$ cat config.mk
export PLATFORM = sky130hd
export DESIGN_NAME = bdeq_ctrl
export DESIGN_NICKNAME = d
export VERILOG_FILES = /design/src/design/bdeq_pkg.sv /design/src/design/bdeq_ctrl.sv
export SDC_FILE = /design/constraint.sdc
export NUM_CORES = 1
export LEC_CHECK = 0
export BUFFER_PORTS_ARGS = -buffer_cell sky130_fd_sc_hd__buf_2
export CAP_MARGIN = 25
export CORE_AREA = 4 4 41 43
export CTS_BUF_LIST = sky130_fd_sc_hd__clkbuf_8 sky130_fd_sc_hd__clkbuf_16
export DETAILED_ROUTE_END_ITERATION = 8
export DIE_AREA = 0 0 45 47
export PLACE_DENSITY = 0.33
export SLEW_MARGIN = 10
export SYNTH_ARGS = -nofsm -noshare
export SYNTH_HDL_FRONTEND = slang
export SYNTH_SLANG_ARGS = --single-unit
$ cat constraint.sdc
create_clock -name clk -period 1.15 [get_ports clk]
set_input_delay 0.0575 -clock clk [delete_from_list [all_inputs] [get_ports clk]]
set_output_delay 0.0575 -clock clk [all_outputs]
set_load 0.01 [all_outputs]
$ cat src/design/bdeq_pkg.sv
// ----------------------------------------------------------------------------
// bdeq_pkg
// Shared types and constants for the bounded double-ended queue.
// ----------------------------------------------------------------------------
package bdeq_pkg;

  localparam int DEPTH_DEF      = 1024;
  localparam int DATA_WIDTH_DEF = 16;

  localparam int CAP_W  = 11;
  localparam int DIN_W  = 16;
  localparam int ACT_W  = 3;

  localparam logic [CAP_W-1:0] CAP_RESET = 11'd1024;

  typedef enum logic [ACT_W-1:0] {
    ACT_PUSH_FRONT = 3'd0,
    ACT_PUSH_REAR  = 3'd1,
    ACT_POP_FRONT  = 3'd2,
    ACT_POP_REAR   = 3'd3,
    ACT_PEEK_FRONT = 3'd4,
    ACT_PEEK_REAR  = 3'd5
  } act_t;

  // controller -> datapath
  typedef struct packed {
    logic exec;     // carry out the accepted action
    logic capture;  // load the memory read data into the result
  } dp_cmd_t;

  // datapath -> controller
  typedef struct packed {
    logic peek_hit; // current action is a peek on a non-empty queue
  } dp_status_t;

endpackage

$ cat src/design/bdeq_ctrl.sv
// ----------------------------------------------------------------------------
// bdeq_ctrl
// Sequencer: takes one beat, waits for a peek read when needed, then holds
// the result until it is taken.
// ----------------------------------------------------------------------------
module bdeq_ctrl
  import bdeq_pkg::*;
(
  input  logic       clk,
  input  logic       rst,
  input  logic       s_tvalid,
  output logic       s_tready,
  output logic       m_tvalid,
  input  logic       m_tready,
  input  dp_status_t status,
  output dp_cmd_t    cmd
);

  typedef enum logic [2:0] {
    ST_IDLE = 3'b001,
    ST_READ = 3'b010,
    ST_SEND = 3'b100
  } state_t;

  state_t state, state_next;

  assign s_tready    = (state == ST_IDLE);
  assign m_tvalid    = (state == ST_SEND);
  assign cmd.exec    = s_tvalid && (state == ST_IDLE);
  assign cmd.capture = (state == ST_READ);

  always_comb begin
    state_next = state;
    unique case (state)
      ST_IDLE: begin
        if (s_tvalid) begin
          state_next = status.peek_hit ? ST_READ : ST_SEND;
        end
      end
      ST_READ: begin
        state_next = ST_SEND;
      end
      ST_SEND: begin
        if (m_tready) begin
          state_next = ST_IDLE;
        end
      end
      default: begin
        state_next = ST_IDLE;
      end
    endcase
  end

  always_ff @(posedge clk) begin
    if (rst) begin
      state <= ST_IDLE;
    end else begin
      state <= state_next;
    end
  end

endmodule

==> summary.txt <==
TritonCTS clock tree: yes
Initial antenna violation count: 0
Maximum net fanout on the critical path: 3
Number of enable flip-flop cells after synthesis: 0
Total of warnings raised by yosys: 0
Buffers on Ports: 8
Count of cell types in the netlist: 10
Cell count after synthesis: 14
Register clock-pin slew on the reported worst setup and hold paths: 30 ps
Via-per-instance ratio: 3.44
H-tree level count: 1
Die span in y: 47 um
Number of hold buffers added after CTS: 0
Diodes inserted: 0
Area enclosed by the die boundary: 2120 um2
Post-synth net total: 19
Clock latency at the later pin of the worst-skew pair: 210 ps
Number of routed nets with antenna violations: 0
Share of the synthesized area in the top cell type: 0.425
Top flop regs: state: 3 flops
Class of the worst hold path: in -> reg
Most frequently used cell type in the post-synthesis netlist: sky130_fd_sc_hd__dfxtp_1
Nature of the critical path endpoint: output port
PnR worst setup slack: 67.4 ps
Die Width: 45 um
Number of global-route vias before repair: 134
Final setup vio count: 0
Top reg by flops: state
Most frequently used flop master after synthesis: sky130_fd_sc_hd__dfxtp_1
CTS sink cnt: 3
Min Tclk post-route: 1080 ps
Proportion of synthesized flip-flops having asynchronous set or reset: 0
Number of violations of the max-capacitance limit: 0
Routability congestion estimate from global placement: 0.637
Net total in the final layout: 34
Worst-case vdd ir drop: 425 uV
Detailed-route wire length per cell: 8.60 um
Fraction of layout cells with a size suffix above 1: 0.750
Synth-to-layout area growth: 93.8%
Achievable Freq: 0.924 GHz
Pwr Density: 1730 nW/um2
Final Routed Wirelength: 370 um
Number of remaining DRC errors: 0
Slew of the pin with the lowest slew margin: 268 ps
First-pass iteration count of the detailed router: 2
Core Footprint: 1300 um2
List of most frequent post-synthesis cells: 3 x sky130_fd_sc_hd__dfxtp_1, 2 x sky130_fd_sc_hd__nor3b_1, 2 x sky130_fd_sc_hd__nor3b_2
Final Hold Vio Count: 0
Largest net degree at the start of global routing: 4
Status: finished, final reports clean
Cell types with the largest area share after synthesis: sky130_fd_sc_hd__dfxtp_1 42%, sky130_fd_sc_hd__nor3b_2 18%, sky130_fd_sc_hd__nor3b_1 11%
Initial detailed-routing violation count: 2
Total power: 474 uW
Worst slew margin: 0.821
Num ports: 9
Fillers: 161
Place WS: 139 ps
Global-route wire length before repair: 565 um
Clock skew: 1.00 ps
Largest register FFs: 3
Number of cell rows: 13
Max-slew violations: 0
Post-synthesis instance area: 141 um2
Leakage power total: 0.000129 uW
Num CTS Buffers: 3
Arr. time, crit path: 1030 ps
Required time of the worst setup path: 1090 ps
Root Buffer Master: sky130_fd_sc_hd__clkbuf_8
Final worst path period share: 0.941
Cell taking the most area after synthesis: sky130_fd_sc_hd__dfxtp_1
Sequential cell area fraction in the yosys report: 0.425
Total track usage: 0.0473
Setup_tns: 0 ps
Clock Path Buffers: 2
GRT overflow: 0
Initial Util: 0.109
Synthesized area per cell: 10.1 um2
Vias: 148
Worst Setup Path Type: reg -> out
Flip-flop and latch count after synthesis: 3
Type of element launching the critical path: register
Unrepaired setup endpoints after global routing: no
## area by class of cell
type | count | area [um2] | area share
clock buffers | 3 | 41.3 | 0.151
clock inverters | 1 | 3.75 | 0.0137
inverters | 2 | 7.51 | 0.0274
multi-input cells | 9 | 85.1 | 0.311
flip-flops and latches | 3 | 62.6 | 0.228
well taps | 15 | 18.8 | 0.0685
repair buffers | 10 | 55.1 | 0.201
## critical path, stage by stage, from the launching register on
cell                      delay (ps)
sky130_fd_sc_hd__dfxtp_2         330
sky130_fd_sc_hd__nor3b_4         210
sky130_fd_sc_hd__nand2_2          90
sky130_fd_sc_hd__inv_2            60
sky130_fd_sc_hd__buf_2           120
## placed cells by master (no fill, tap or decap), drive strengths merged
cell type,netlist,routed
buf,0,10
nor3b,4,4
nand2b,1,1
a21o,1,1
clkbuf,0,3
a21oi,2,2
nand2,1,1
dfxtp,3,3
inv,2,3
## power by group
group	leakage (uW)	internal (uW)	switching [uW]
Combinational	0.0000773	35.3	26.4
Sequential	0.0000248	112	5.58
Clock	0.0000269	227	67.6
## cells by family after synthesis
| family | share of synthesized area |
|---|---|
| buf+inv | 0.0530 |
| compound gates | 0.150 |
| simple gates | 0.372 |
| flops | 0.425 |
## final timing paths
kind / depth (start not counted) / slack (ps) / endpoint / from
max: 4 / 70 / cmd[1] / state[1]
max reg2reg: 4 / 80 / state[0] / state[0]
min reg2reg: 3 / 580 / state[1] / state[1]
min: 2 / 30 / state[2] / rst
## metal layers
layer,share of wire,track usage
met3,0.14,0.0345
met5,0,0
met1,0.48,0.0520
met4,0,0.0877
met2,0.38,0.0367
## timing repair
action	4_1_cts	5_1_grt
gates resized for setup	1	2
endpoints found under the setup margin	1	1
buffers inserted	0	2
hold endpoints to repair	0	0
pin swaps	0	2
## through the flow
stage	hold WS, ps	cell area (um2)	instances	utilization
after floorplan	120	146	14	-
after global placement	253	205	37	0.158
after detailed placement	256	205	37	0.158
after CTS	30.4	256	41	0.197
after global routing	33.8	274	43	0.211
final	34.9	274	43	0.211
(Power assumes the default switching activity.)
